`config.mk`:
```
export PLATFORM = sky130hd
export DESIGN_NAME = line_sensor_error_tracker
export DESIGN_NICKNAME = d
export VERILOG_FILES = /design/src/rtl/core/lset_pkg.sv /design/src/rtl/core/lset_lane.sv /design/src/rtl/core/lset_div.sv /design/src/rtl/core/line_sensor_error_tracker.sv
export SDC_FILE = /design/constraint.sdc
export NUM_CORES = 1
export LEC_CHECK = 0
export BUFFER_PORTS_ARGS = -buffer_cell sky130_fd_sc_hd__clkbuf_2
export CORE_MARGIN = 2
export CORE_UTILIZATION = 45
export DETAILED_ROUTE_END_ITERATION = 16
export PLACE_DENSITY_LB_ADDON = 0.3
export SETUP_SLACK_MARGIN = 0.1
export SYNTH_ARGS = -nofsm -noshare
export SYNTH_HDL_FRONTEND = slang
export SYNTH_SLANG_ARGS = --single-unit
```
`constraint.sdc`:
```
create_clock -name clk -period 33.8 [get_ports clk]
set_clock_uncertainty 0.15 [all_clocks]
set_input_delay 0 -clock clk [delete_from_list [all_inputs] [get_ports clk]]
set_output_delay 0 -clock clk [all_outputs]
set_load 0.03 [all_outputs]
```
`src/rtl/core/lset_pkg.sv`:
```
package lset_pkg;

	localparam int SENSORS    = 6;
	localparam int LEVEL_W    = 3;
	localparam int CONF_CNT_W = 4;
	localparam int HOLD_CNT_W = 8;
	localparam int ERR_W      = 12;
	localparam int CFG_IDX_W  = 4;
	localparam int CFG_DATA_W = 12;

	typedef logic [SENSORS-1:0]    mask_t;
	typedef logic [LEVEL_W-1:0]    level_t;
	typedef logic [CONF_CNT_W-1:0] conf_cnt_t;
	typedef logic [HOLD_CNT_W-1:0] hold_cnt_t;
	typedef logic signed [ERR_W-1:0] err_t;

	// curve hint codes
	localparam logic [1:0] HINT_NONE  = 2'd0;
	localparam logic [1:0] HINT_LEFT  = 2'd1;
	localparam logic [1:0] HINT_RIGHT = 2'd2;

	// configuration register indexes
	localparam logic [CFG_IDX_W-1:0] REG_ON_LEVEL     = 4'd0;
	localparam logic [CFG_IDX_W-1:0] REG_OFF_LEVEL    = 4'd1;
	localparam logic [CFG_IDX_W-1:0] REG_HOLD_LIMIT   = 4'd2;
	localparam logic [CFG_IDX_W-1:0] REG_JUMP_LIMIT   = 4'd3;
	localparam logic [CFG_IDX_W-1:0] REG_LEFT_INNER   = 4'd4;
	localparam logic [CFG_IDX_W-1:0] REG_RIGHT_INNER  = 4'd5;
	localparam logic [CFG_IDX_W-1:0] REG_LEFT_BLEND   = 4'd6;
	localparam logic [CFG_IDX_W-1:0] REG_RIGHT_BLEND  = 4'd7;

	localparam mask_t CENTER_BITS = 6'h0C;
	localparam mask_t LEFT_EDGE   = 6'h03;
	localparam mask_t RIGHT_EDGE  = 6'h30;

	// sensor weights, plain and in Q.8
	localparam logic signed [4:0] WEIGHT [0:SENSORS-1] = '{-5'sd5, -5'sd3, -5'sd1,
		5'sd1, 5'sd3, 5'sd5};
	localparam err_t WEIGHT_Q8 [0:SENSORS-1] = '{-12'sd1280, -12'sd768, -12'sd256,
		12'sd256, 12'sd768, 12'sd1280};

	// divider: |sum| * 256 over the dot count
	localparam int DIVIDEND_W    = 12;
	localparam int DIVISOR_W     = 3;
	localparam int BITS_PER_STEP = 3;
	localparam int DIV_STEPS     = DIVIDEND_W / BITS_PER_STEP;
	localparam int DIV_STEP_W    = $clog2(DIV_STEPS + 1);

	typedef struct packed {
		logic                  done;
		logic [DIVIDEND_W-1:0] quotient;
	} div_res_t;

	function automatic mask_t center_group(input mask_t m);
		mask_t r;
		r = m & CENTER_BITS;
		if (r == CENTER_BITS) begin
			return CENTER_BITS;
		end
		if (m[2] && m[1]) begin
			r[1] = 1'b1;
			if (m[0]) r[0] = 1'b1;
		end
		if (m[3] && m[4]) begin
			r[4] = 1'b1;
			if (m[5]) r[5] = 1'b1;
		end
		return r;
	endfunction

	// true when the mask holds two or more runs of set bits
	function automatic logic multi_group(input mask_t m);
		logic [2:0] groups;
		groups = 3'd0;
		for (int i = 0; i < SENSORS; i++) begin
			if (m[i] && (i == 0 || !m[(i == 0) ? 0 : i-1])) begin
				groups = groups + 3'd1;
			end
		end
		return groups >= 3'd2;
	endfunction

endpackage

```
`src/rtl/core/lset_lane.sv`:
```
module lset_lane #(
	parameter int LEVEL_MAX = 3
) (
	input  logic                    clk,
	input  logic                    arst_n,
	input  logic                    update,
	input  logic                    raw_bit,
	input  logic [lset_pkg::LEVEL_W-1:0] on_level,
	input  logic [lset_pkg::LEVEL_W-1:0] off_level,
	input  logic                    stable_bit,
	output logic                    cand_bit
);
	import lset_pkg::*;

	level_t level_q;

	// saturating up/down sensor level
	always_ff @(posedge clk or negedge arst_n) begin
		if (!arst_n) begin
			level_q <= '0;
		end else if (update) begin
			if (raw_bit) begin
				if (level_q < level_t'(LEVEL_MAX)) level_q <= level_q + level_t'(1);
			end else if (level_q != '0) begin
				level_q <= level_q - level_t'(1);
			end
		end
	end

	// on test wins over off test; neither keeps the stable bit
	always_comb begin
		if (level_q >= on_level) cand_bit = 1'b1;
		else if (level_q <= off_level) cand_bit = 1'b0;
		else cand_bit = stable_bit;
	end

endmodule

```
`src/rtl/core/lset_div.sv`:
```
module lset_div (
	input  logic                            clk,
	input  logic                            arst_n,
	input  logic                            start,
	input  logic [lset_pkg::DIVIDEND_W-1:0] dividend,
	input  logic [lset_pkg::DIVISOR_W-1:0]  divisor,
	output lset_pkg::div_res_t              res
);
	import lset_pkg::*;

	logic [DIVISOR_W:0]    rem_q, rem_n;
	logic [DIVIDEND_W-1:0] quo_q, quo_n;
	logic [DIVISOR_W-1:0]  den_q;
	logic [DIV_STEP_W-1:0] step_q;
	logic                  busy_q, done_q;

	// restoring division, BITS_PER_STEP quotient bits per cycle while busy
	always_comb begin
		rem_n = rem_q;
		quo_n = quo_q;
		for (int b = 0; b < BITS_PER_STEP; b++) begin
			rem_n = {rem_n[DIVISOR_W-1:0], quo_n[DIVIDEND_W-1]};
			quo_n = {quo_n[DIVIDEND_W-2:0], 1'b0};
			if (rem_n >= {1'b0, den_q}) begin
				rem_n = rem_n - {1'b0, den_q};
				quo_n[0] = 1'b1;
			end
		end
	end

	always_ff @(posedge clk or negedge arst_n) begin
		if (!arst_n) begin
			busy_q <= 1'b0;
			done_q <= 1'b0;
			step_q <= '0;
		end else if (start) begin
			busy_q <= 1'b1;
			done_q <= 1'b0;
			step_q <= DIV_STEP_W'(DIV_STEPS);
		end else if (busy_q) begin
			step_q <= step_q - DIV_STEP_W'(1);
			if (step_q == DIV_STEP_W'(1)) begin
				busy_q <= 1'b0;
				done_q <= 1'b1;
			end
		end
	end

	always_ff @(posedge clk) begin
		if (start) begin
			rem_q <= '0;
			quo_q <= dividend;
			den_q <= divisor;
		end else if (busy_q) begin
			rem_q <= rem_n;
			quo_q <= quo_n;
		end
	end

	assign res.done     = done_q;
	assign res.quotient = quo_q;

endmodule

```
`src/rtl/core/line_sensor_error_tracker.sv`:
```
// Line sensor error tracker: one voted 6-bit sensor sample in, one position result out.
// Steps: accept, filter, normalize, tally, the divider for the mean weight, then finish; the
// finish step waits while m_tready holds back the previous result. Samples are taken one at a
// time: the next is accepted only in idle, once the previous one has left the finish step.
// A new sample is taken while the previous result still waits on the output register.
// Reset (arst_n low, asynchronous) clears levels, masks, countdowns, error, search = right.
module line_sensor_error_tracker #(
	parameter int LEVEL_MAX       = 3,
	parameter int CONFIRM_SAMPLES = 2,
	parameter int CURVE_HOLD      = 10,
	parameter int CENTER_HOLD     = 5,
	parameter int LOST_HOLD       = 5
) (
	input  logic        clk,
	input  logic        arst_n,
	// sample [5:0], zero [7:6]
	input  logic        s_tvalid,
	output logic        s_tready,
	input  logic [7:0]  s_tdata,
	// error [11:0], used_mask [17:12], filt_mask [23:18], dot_count [26:24],
	// lost [27], hold [28], hint [30:29], uncertain [31],
	// split [32], wide [33], search_right [34], zero [39:35]
	output logic        m_tvalid,
	input  logic        m_tready,
	output logic [39:0] m_tdata,
	// configuration write channel
	input  logic        cfg_valid,
	output logic        cfg_ready,
	input  logic [lset_pkg::CFG_IDX_W-1:0]  cfg_index,
	input  logic [lset_pkg::CFG_DATA_W-1:0] cfg_data
);
	import lset_pkg::*;

	localparam logic [2:0] ST_IDLE = 3'd0;
	localparam logic [2:0] ST_FILT = 3'd1;
	localparam logic [2:0] ST_NORM = 3'd2;
	localparam logic [2:0] ST_CALC = 3'd3;
	localparam logic [2:0] ST_DIV  = 3'd4;
	localparam logic [2:0] ST_FIN  = 3'd5;

	logic [2:0] state_q;

	// configuration registers
	level_t      on_lvl_q, off_lvl_q;
	logic [10:0] hold_lim_q;
	logic [11:0] jump_lim_q;
	mask_t       l_inner_q, r_inner_q, l_blend_q, r_blend_q;

	// tracker state
	mask_t     confirmed_q, pending_q;
	conf_cnt_t conf_cnt_q;
	hold_cnt_t center_cd_q, left_cd_q, right_cd_q, lost_cnt_q;
	err_t      prev_err_q;
	logic      search_q;

	// per-sample working registers
	mask_t      raw_q, filt_q, used_q;
	logic       hold_q, unc_q;
	logic [1:0] hint_q;
	logic [2:0] cnt_s2;
	logic       spl_s2, wid_s2, neg_s2;
	err_t       best_err_s2;

	// output register
	logic        m_tvalid_q;
	logic [39:0] m_tdata_q;

	logic accept, out_free;

	assign s_tready  = (state_q == ST_IDLE);
	assign accept    = s_tvalid && s_tready;
	assign cfg_ready = 1'b1;
	assign out_free  = !m_tvalid_q || m_tready;
	assign m_tvalid  = m_tvalid_q;
	assign m_tdata   = m_tdata_q;

	// ---------------------------------------------------------------------------------
	// Sensor lanes: each keeps its own level and offers a candidate bit
	// ---------------------------------------------------------------------------------
	mask_t cand;

	for (genvar g = 0; g < SENSORS; g++) begin : g_lane
		lset_lane #(
			.LEVEL_MAX(LEVEL_MAX)
		) u_lane (
			.clk       (clk),
			.arst_n    (arst_n),
			.update    (accept),
			.raw_bit   (s_tdata[g]),
			.on_level  (on_lvl_q),
			.off_level (off_lvl_q),
			.stable_bit(confirmed_q[g]),
			.cand_bit  (cand[g])
		);
	end

	// ---------------------------------------------------------------------------------
	// Merge: confirm the candidate over several samples
	// ---------------------------------------------------------------------------------
	mask_t     pend_n, conf_n;
	conf_cnt_t ccnt_n;

	always_comb begin
		pend_n = pending_q;
		ccnt_n = conf_cnt_q;
		conf_n = confirmed_q;
		if (cand == confirmed_q) begin
			pend_n = confirmed_q;
			ccnt_n = conf_cnt_t'(CONFIRM_SAMPLES);
		end else begin
			if (cand != pending_q) begin
				pend_n = cand;
				ccnt_n = conf_cnt_t'(1);
			end else if (conf_cnt_q < conf_cnt_t'(CONFIRM_SAMPLES)) begin
				ccnt_n = conf_cnt_q + conf_cnt_t'(1);
			end
			if (ccnt_n >= conf_cnt_t'(CONFIRM_SAMPLES)) begin
				conf_n = pend_n;
				ccnt_n = conf_cnt_t'(CONFIRM_SAMPLES);
			end
		end
	end

	// ---------------------------------------------------------------------------------
	// Normalize: hint and center countdowns, then pick the mask to use
	// ---------------------------------------------------------------------------------
	mask_t            seen, used_n;
	hold_cnt_t        left_n, right_n, center_n;
	logic [1:0]       hint_n;
	logic             hold_n, unc_n;
	logic signed [12:0] lim13, prev13, abs_prev13;

	always_comb begin
		seen = filt_q | raw_q;

		if ((seen & l_inner_q) != '0) left_n = hold_cnt_t'(CURVE_HOLD);
		else if (left_cd_q != '0) left_n = left_cd_q - hold_cnt_t'(1);
		else left_n = left_cd_q;

		if ((seen & r_inner_q) != '0) right_n = hold_cnt_t'(CURVE_HOLD);
		else if (right_cd_q != '0) right_n = right_cd_q - hold_cnt_t'(1);
		else right_n = right_cd_q;

		if ((seen & CENTER_BITS) != '0) center_n = hold_cnt_t'(CENTER_HOLD);
		else if (center_cd_q != '0) center_n = center_cd_q - hold_cnt_t'(1);
		else center_n = center_cd_q;

		if (left_n != '0 && right_n == '0) hint_n = HINT_LEFT;
		else if (right_n != '0 && left_n == '0) hint_n = HINT_RIGHT;
		else hint_n = HINT_NONE;

		lim13      = signed'({2'b00, hold_lim_q});
		prev13     = {prev_err_q[ERR_W-1], prev_err_q};
		abs_prev13 = prev13[12] ? -prev13 : prev13;

		hold_n = 1'b0;
		unc_n  = 1'b0;
		if ((filt_q & CENTER_BITS) != '0) begin
			used_n = center_group(filt_q);
			hold_n = (used_n != filt_q);
		end else if (filt_q != '0) begin
			used_n = filt_q;
			unc_n  = multi_group(filt_q);
		end else if (hint_n == HINT_LEFT && prev13 <= lim13) begin
			hold_n = 1'b1;
			used_n = l_blend_q;
		end else if (hint_n == HINT_RIGHT && prev13 >= -lim13) begin
			hold_n = 1'b1;
			used_n = r_blend_q;
		end else if (center_n != '0 &&
			(abs_prev13 <= lim13 || (raw_q & CENTER_BITS) != '0)) begin
			hold_n = 1'b1;
			used_n = CENTER_BITS;
		end else begin
			used_n = '0;
		end
	end

	// ---------------------------------------------------------------------------------
	// Tally: dot count, weight sum, group shape, nearest weight for a split mask
	// ---------------------------------------------------------------------------------
	logic [2:0]         cnt_n;
	logic signed [4:0]  sum_n;
	logic [3:0]         abs_sum;
	logic signed [13:0] wdiff;
	logic [12:0]        best_d;
	err_t               best_err_n;

	always_comb begin
		cnt_n      = '0;
		sum_n      = '0;
		best_d     = 13'h1FFF;
		best_err_n = '0;
		wdiff      = '0;
		for (int i = 0; i < SENSORS; i++) begin
			if (used_q[i]) begin
				cnt_n = cnt_n + 3'd1;
				sum_n = sum_n + WEIGHT[i];
				wdiff = 14'(WEIGHT_Q8[i]) - 14'(prev_err_q);
				if (wdiff[13]) wdiff = -wdiff;
				if (wdiff[12:0] < best_d) begin
					best_d     = wdiff[12:0];
					best_err_n = WEIGHT_Q8[i];
				end
			end
		end
		abs_sum = sum_n[4] ? 4'(-sum_n) : sum_n[3:0];
	end

	div_res_t div_res;

	lset_div u_div (
		.clk     (clk),
		.arst_n  (arst_n),
		.start   (state_q == ST_CALC),
		.dividend({abs_sum, 8'h00}),
		.divisor (cnt_n),
		.res     (div_res)
	);

	// ---------------------------------------------------------------------------------
	// Finish: error, jump guard, search direction, lost hold
	// ---------------------------------------------------------------------------------
	err_t               err_n;
	logic signed [13:0] diff14;
	logic [12:0]        abs_diff;
	logic               unc_f, search_n, lost_n;
	hold_cnt_t          lost_cnt_n;
	mask_t              sm;

	always_comb begin
		search_n   = search_q;
		unc_f      = unc_q;
		lost_n     = 1'b0;
		lost_cnt_n = '0;
		sm         = used_q | raw_q;
		diff14     = '0;
		abs_diff   = '0;
		if (cnt_s2 == '0) begin
			err_n = prev_err_q;
			lost_cnt_n = (lost_cnt_q < hold_cnt_t'(LOST_HOLD)) ?
				lost_cnt_q + hold_cnt_t'(1) : lost_cnt_q;
			lost_n = (lost_cnt_n >= hold_cnt_t'(LOST_HOLD));
		end else begin
			if (spl_s2) err_n = best_err_s2;
			else if (neg_s2) err_n = -err_t'(div_res.quotient);
			else err_n = err_t'(div_res.quotient);

			diff14   = 14'(err_n) - 14'(prev_err_q);
			abs_diff = diff14[13] ? 13'(-diff14) : diff14[12:0];
			if (abs_prev13 <= lim13 && abs_diff >= {1'b0, jump_lim_q}) unc_f = 1'b1;

			if (err_n > 12'sd128) search_n = 1'b1;
			else if (err_n < -12'sd512) search_n = 1'b0;
			else if ((sm & RIGHT_EDGE) != '0 && (sm & LEFT_EDGE) == '0) search_n = 1'b1;
			else if ((sm & LEFT_EDGE) != '0 && (sm & RIGHT_EDGE) == '0) search_n = 1'b0;
		end
	end

	// ---------------------------------------------------------------------------------
	// Sequencer and state registers
	// ---------------------------------------------------------------------------------
	always_ff @(posedge clk or negedge arst_n) begin
		if (!arst_n) begin
			state_q     <= ST_IDLE;
			on_lvl_q    <= level_t'(2);
			off_lvl_q   <= level_t'(1);
			hold_lim_q  <= 11'd256;
			jump_lim_q  <= 12'd768;
			l_inner_q   <= 6'd2;
			r_inner_q   <= 6'd16;
			l_blend_q   <= 6'd6;
			r_blend_q   <= 6'd24;
			confirmed_q <= '0;
			pending_q   <= '0;
			conf_cnt_q  <= '0;
			center_cd_q <= '0;
			left_cd_q   <= '0;
			right_cd_q  <= '0;
			lost_cnt_q  <= '0;
			prev_err_q  <= '0;
			search_q    <= 1'b1;
			m_tvalid_q  <= 1'b0;
		end else begin
			// apply configuration writes at once; unknown indexes drop
			if (cfg_valid && cfg_ready) begin
				case (cfg_index)
					REG_ON_LEVEL:    on_lvl_q   <= cfg_data[LEVEL_W-1:0];
					REG_OFF_LEVEL:   off_lvl_q  <= cfg_data[LEVEL_W-1:0];
					REG_HOLD_LIMIT:  hold_lim_q <= cfg_data[10:0];
					REG_JUMP_LIMIT:  jump_lim_q <= cfg_data[11:0];
					REG_LEFT_INNER:  l_inner_q  <= cfg_data[SENSORS-1:0];
					REG_RIGHT_INNER: r_inner_q  <= cfg_data[SENSORS-1:0];
					REG_LEFT_BLEND:  l_blend_q  <= cfg_data[SENSORS-1:0];
					REG_RIGHT_BLEND: r_blend_q  <= cfg_data[SENSORS-1:0];
					default: ;
				endcase
			end

			// drop the output once taken, unless the finish step refills it
			if (m_tvalid_q && m_tready && state_q != ST_FIN) m_tvalid_q <= 1'b0;

			case (state_q)
				ST_IDLE: begin
					if (accept) state_q <= ST_FILT;
				end
				ST_FILT: begin
					// advance the confirm stage
					confirmed_q <= conf_n;
					pending_q   <= pend_n;
					conf_cnt_q  <= ccnt_n;
					state_q     <= ST_NORM;
				end
				ST_NORM: begin
					left_cd_q   <= left_n;
					right_cd_q  <= right_n;
					center_cd_q <= center_n;
					state_q     <= ST_CALC;
				end
				ST_CALC: begin
					state_q <= ST_DIV;
				end
				ST_DIV: begin
					if (div_res.done) state_q <= ST_FIN;
				end
				ST_FIN: begin
					// hold here until the output register frees up
					if (out_free) begin
						m_tvalid_q <= 1'b1;
						lost_cnt_q <= lost_cnt_n;
						search_q   <= search_n;
						prev_err_q <= err_n;
						state_q    <= ST_IDLE;
					end
				end
				default: state_q <= ST_IDLE;
			endcase
		end
	end

	// payload registers
	always_ff @(posedge clk) begin
		if (accept) raw_q <= s_tdata[SENSORS-1:0];
		if (state_q == ST_FILT) filt_q <= conf_n;
		if (state_q == ST_NORM) begin
			used_q <= used_n;
			hold_q <= hold_n;
			unc_q  <= unc_n;
			hint_q <= hint_n;
		end
		if (state_q == ST_CALC) begin
			cnt_s2      <= cnt_n;
			spl_s2      <= (cnt_n != '0) && multi_group(used_q);
			wid_s2      <= (cnt_n >= 3'd4);
			neg_s2      <= sum_n[4];
			best_err_s2 <= best_err_n;
		end
		if (state_q == ST_FIN && out_free) begin
			m_tdata_q <= {5'b0, search_n, wid_s2, spl_s2, unc_f, hint_q, hold_q, lost_n,
				cnt_s2, filt_q, used_q, err_n};
		end
	end

	// ---------------------------------------------------------------------------------
	// Checks
	// ---------------------------------------------------------------------------------
	a_conf_cnt_bound: assert property (@(posedge clk) disable iff (!arst_n)
		conf_cnt_q <= conf_cnt_t'(CONFIRM_SAMPLES))
		else $error("confirm counter beyond its limit");

	a_lost_cnt_bound: assert property (@(posedge clk) disable iff (!arst_n)
		lost_cnt_q <= hold_cnt_t'(LOST_HOLD))
		else $error("lost counter beyond its limit");

	a_fin_loads_out: assert property (@(posedge clk) disable iff (!arst_n)
		(state_q == ST_FIN && out_free) |=> (m_tvalid && state_q == ST_IDLE))
		else $error("finished sample did not reach the output register");

	a_lost_no_dots: assert property (@(posedge clk) disable iff (!arst_n)
		(m_tvalid && m_tdata[27]) |-> (m_tdata[26:24] == 3'd0))
		else $error("line lost reported with dots in the used mask");

endmodule

```
Word level (Yosys, flattened, before mapping)
Cells that the tools add are included.

Memory bits (writable): 0. ROM bits: 0. Output and inout port bits: 43. Input bits: 29. Bits in latches: 0. Logic and storage cells: 449. Flip-flop bits (word level): 231. Memories: 0.

Reductions and logical operators: 92. Muxes and demuxes: 180. Div/mod/pow operators: 0. Multipliers: 0. Shift operators: 0. Bitwise logic cells: 5. Add/subtract/negate cells: 59. Equality and inequality tests: 29. $lt $le $gt $ge: 40.

Operators with widths (number): $mux W13 (24); $mux W12 (18); $mux W3 (59); $neg A13 Y13 (7); $mux W6 (11); $lt A13 B13 Y1 (5); $mux W8 (8); $add A3 B1 Y3 const B (21); $reduce_bool A6 Y1 (8); $reduce_bool A8 Y1 (6); $mux W1 (42); $mux W5 (6); $mux W4 (7); $sub A11 B12 Y13 const A (2); $sub A12 B12 Y13 const A (2); $logic_and A1 B1 Y1 (25); $sub A8 B1 Y8 const B (3); $reduce_and A3 Y1 (7); $reduce_bool A3 Y1 (7); $sub A3 B1 Y3 const B (7); $reduce_and A2 Y1 (10); $ge A3 B3 Y1 (6); $le A3 B3 Y1 (6); $lt A3 B2 Y1 const B (6); other kinds (54) (102).

Depth between registers and ports, before layout
Depth after elaboration: 24. Depth in mapped cells: 61. Mapped depth without buffers: 54.

Modules after synthesis
Synthesis repeated with hierarchy kept, for this count alone.

Cell total of the unflattened synthesis: 2106. Area total of the unflattened synthesis: 18656.6 um2.

By module, submodules not included: line_sensor_error_tracker (cells an instance 1722, area each 15114.5 um2, times used 1, seq. area each 4919.7 um2); lset_lane (cells an instance 44, area each 355.3 um2, times used 6, seq. area each 75.1 um2); lset_div (cells an instance 120, area each 1410.1 um2, times used 1, seq. area each 635.6 um2).

Least setup slack after synthesis
Ideal clock, no wire load.

Path type: register to register. Start: reg prev_err_q[0]. End: reg best_err_s2[9], data pin. Setup time: 0.254 ns. Cell stages (with the launch flop): 58. Arrival time: 11.797 ns. Period minus slack after synthesis: 12.201 ns. Slack: 21.599 ns. Data required time: 33.396 ns. Path buffers: 5. Cell sequence: dfrtp_1 > clkbuf_1 > inv_1 > ha_1 > buf_2 > or3b_2 > o31ai_1 > o31a_1 > nand2_1 > o21ai_0 > mux2i_1 > ha_1 > a211o_1 > a211oi_1 > o21ai_0 > clkbuf_1 > o21ai_0 > a211oi_1 > [... 22 more ...] > a21o_1 > a21oi_1 > or3_1 > o2111ai_1 > nor2_1 > nand2_1 > a21o_1 > ha_1 > a21o_1 > a21oi_1 > nor2b_1 > o21ai_0 > nand2b_1 > a21oi_1 > nor2_1 > a2111oi_0 > o41ai_4 > o21a_1.

Longest elaborated chain between the ends: 22. Elaborated cells on any way between the ends: 52. Those cells by class: add/sub: 12; order compare: 6; mux: 34.

Ends and longest elaborated chain: start, declared (RTL line line_sensor_error_tracker.sv:53) `err_t prev_err_q;`; start signal, assigned (RTL line line_sensor_error_tracker.sv:332) `prev_err_q <= err_n;`; $sub A12 B12 Y13 (RTL line line_sensor_error_tracker.sv:199) `wdiff = 14'(WEIGHT_Q8[i]) - 14'(prev_err_q);`; $neg A13 Y13 (RTL line line_sensor_error_tracker.sv:200) `if (wdiff[13]) wdiff = -wdiff;`; $mux W13 (RTL line line_sensor_error_tracker.sv:200); $mux W13 (RTL line line_sensor_error_tracker.sv:196) `if (used_q[i]) begin`; $lt A13 B13 Y1 (RTL line line_sensor_error_tracker.sv:201) `if (wdiff[12:0] < best_d) begin`; $mux W13 (RTL line line_sensor_error_tracker.sv:201); $mux W13 (RTL line line_sensor_error_tracker.sv:196); $lt A13 B13 Y1 (RTL line line_sensor_error_tracker.sv:201); [... 7 more ...]; $mux W13 (RTL line line_sensor_error_tracker.sv:196); $lt A13 B13 Y1 (RTL line line_sensor_error_tracker.sv:201); $mux W13 (RTL line line_sensor_error_tracker.sv:201); $mux W13 (RTL line line_sensor_error_tracker.sv:196); $lt A13 B13 Y1 (RTL line line_sensor_error_tracker.sv:201); $mux W12 (RTL line line_sensor_error_tracker.sv:201); $mux W12 (*) (RTL line line_sensor_error_tracker.sv:196); named net best_err_n[9] (RTL line line_sensor_error_tracker.sv:187) `err_t best_err_n;`; end signal, assigned (RTL line line_sensor_error_tracker.sv:356) `best_err_s2 <= best_err_n;`; end, declared (RTL line line_sensor_error_tracker.sv:62) `err_t best_err_s2;`.

The timed path passes the listed nets; every way through them passes the cells marked *. The select of a mux whose other input is x is not followed. A chain may end at the register's enable or synchronous reset.

Worst setup path in the final report
Ends and elaborated chain as after synthesis.

==> impl_results.md <==
* CTS resizes at 0
* Global Route Usage Sum at 24.0%
* Most numerous cell on the critical path: ha_1
* Status: completed
* Tcrit/Tclk final at 43.4%
* DR vias/cell at 5.92
* CTS Sinks at 221
* WP data required at 33.94 ns
* Post-DP HPWL at 38300 um
* Register area share after synthesis at 31.5%
* Synthesis Warnings at 0
* Syn Std Cell Area at 18500 sq um
* DRT antenna net count at 0
* Max Cap Violations at 0
* Crit path capture type: register
* Port Buffers at 63
* First-pass iteration count of the detailed router at 5
* Period minus WS final at 14.66 ns
* Vias in the first global route at 15600
* Post-synth cell types at 108
* RePlAce Congestion at 0.943
* Most common cell after layout, fill and taps aside: ha_1
* # diodes at 0
* Top FF cell, synth: dfrtp_1
* Htree depth at 1
* Type of the worst setup path: register to register
* Die Y at 207 um
* Worst min path class: input port to register
* DRC at 0
* Endpoints failing setup at 0
* Initial Util at 45.5%
* Wire per inst at 18.9 um
* FILL cells at 3836
* I/O pin cnt at 72
* Core Area at 40700 sq um
* CP Data Arrival Time at 14.81 ns
* Root Buffer: clkbuf_16
* Synth Register Bits at 221
* Number of flops mapped to enable cells by yosys at 69
* Slew margin rel. at 31.5%
* Mean post-synth cell area at 8.86 sq um
* Die X at 207 um
* Post-Syn Instances at 2090
* Setup crit start kind: register
* Most frequent cells in the layout: ha_1, nand2_1, o21ai_0
* Via Count at 16000
* Worst-path clk slew at 0.07 ns
* CTS tree: yes
* First-pass GRT wire length at 81900 um
* Largest net degree at the start of global routing at 74
* Post-route setup TNS at 0 ns
* Slowest cell on crit path: a2111oi_0
* Worst slew pin tran at 1.00 ns
* CP peak stage delay at 0.79 ns
* CTS Buffer Depth at 3
* Clk_lat worst skew at 0.56 ns
* Nets at 2372
* Fin. max-slew vios at 0
* Final hold violation count at 0
* Gr ovfl total at 0
* Initial antenna violation count at 0
* CTS Buf Count at 26
* Fmax at 0.0682 GHz
* RSZ-0062 raised after global routing: false
* Die ar. at 42800 sq um
* Initial DRC Count at 1033
* CP Max Fanout at 17
* Row count at 74
* Ys async rst share at 63.8%
* Area grow syn2layout at 10.5%
* WL final at 50800 um
* Share of cells above drive strength 1 at 11.0%
-- final cells by class --
| type | count | area (sq um) | share of cell area, % |
|---|---|---|---|
| clock buffers | 42 | 825 | 4.03 |
| well taps | 532 | 666 | 3.25 |
| multi-input cells | 1663 | 11900 | 58.0 |
| inverters | 126 | 473 | 2.31 |
| clock inverters | 6 | 80.1 | 0.391 |
| repair buffers | 104 | 724 | 3.54 |
| flip-flops and latches | 221 | 5840 | 28.5 |
-- cell usage after synthesis (15+ instances only) --
cell	n	area, sq um
inv_1	120	450
nand2_1	187	702
dfrtp_1	129	3230
edfxtp_1	69	2070
nor4_1	16	100
nand4_1	22	138
o31ai_1	23	173
nand2b_1	36	225
xor2_1	40	350
nand3_1	50	250
nor2b_1	28	175
clkbuf_1	63	236
mux2_2	65	732
a31oi_1	30	188
mux2i_1	35	350
o22ai_1	15	93.8
o21ai_0	173	866
a21oi_1	105	526
nor2_1	161	604
or3_1	25	156
ha_1	191	2390
o21a_1	23	173
a21o_1	42	315
nor3_1	49	245
xnor2_1	94	823
-- through the flow --
stage | utilization (%) | hold WS (ns) | cells | setup slack, ns | cell area, sq um
after detailed placement | 47.2 | -0.0859 | 2615 | 19.33 | 19200
after global routing | 50.2 | 0.0234 | 2694 | 17.97 | 20500
after floorplan | - | -0.446 | 2099 | 21.60 | 18600
after global placement | 47.2 | -0.0855 | 2615 | 19.23 | 19200
final | 50.2 | 0.00704 | 2694 | 19.14 | 20500
after CTS | 50.2 | 0.00752 | 2694 | 19.20 | 20500
-- registers in the layout, summed over array words and instances (netlist names), 6 cells and up --
signal	count
m_tdata	34
g_lane.u_lane.level_q	18
jump_lim_q	12
prev_err_q	12
u_div.quo_q	12
hold_lim_q	11
center_cd_q	8
left_cd_q	8
lost_cnt_q	8
right_cd_q	8
confirmed_q	6
filt_q	6
l_blend_q	6
l_inner_q	6
pending_q	6
r_blend_q	6
r_inner_q	6
raw_q	6
used_q	6
-- worst paths after layout --
check                                      end           from  slack (ns)  depth (start not counted)
worst min-delay path              l_inner_q[5]   cfg_index[2]       0.007                          4
max in group asynchronous        hold_lim_q[6]         arst_n       32.19                          4
worst max register to register  best_err_s2[9]  prev_err_q[0]       19.14                         51
min in group asynchronous             search_q         arst_n        0.39                          3
worst max-delay path            best_err_s2[9]  prev_err_q[0]       19.14                         51
worst min register to register     m_tdata[30]      hint_q[1]        0.27                          0
-- cells by family (layout without fill, tap and decap cells) --
family          after synthesis  in the layout  share of synthesized area, %
simple gates                658            658                          17.6
compound gates              556            556                          19.8
flops                       221            221                          31.5
buf+inv                     215            278                          4.68
fa+ha+maj                   202            202                          14.0
xor+xnor                    136            136                          6.51
mux                         100            100                          5.85
other cells                   2             11                        0.0406
-- worst max-delay path: cells and delay by family, from the launching register on --
| family | cells | cell delay, ns |
|---|---|---|
| buffers and inverters | 2 | 0.61 |
| muxes | 1 | 0.43 |
| xor gates and xnor gates | 2 | 0.70 |
| adders and majority gates | 6 | 1.92 |
| and+or+nand+nor | 19 | 4.03 |
| AOI/OAI and AO/OA | 21 | 5.88 |
| DFF | 1 | 0.65 |
-- metal layers --
metal / global-route usage [%] / wire length [um]
met5: 0 / 0
met4: 8.51 / 1720
met3: 2.37 / 2700
met2: 42.7 / 24900
met1: 30.3 / 21500
-- repair_timing --
item,CTS,global route
endpoints found under the hold margin,149,0
setup endpoints to repair,0,0
setup buffers,0,0
hold buffers,31,0
Power is not shown: default switching activity piles up to over one toggle a cycle in this logic, so the estimate is an artifact.
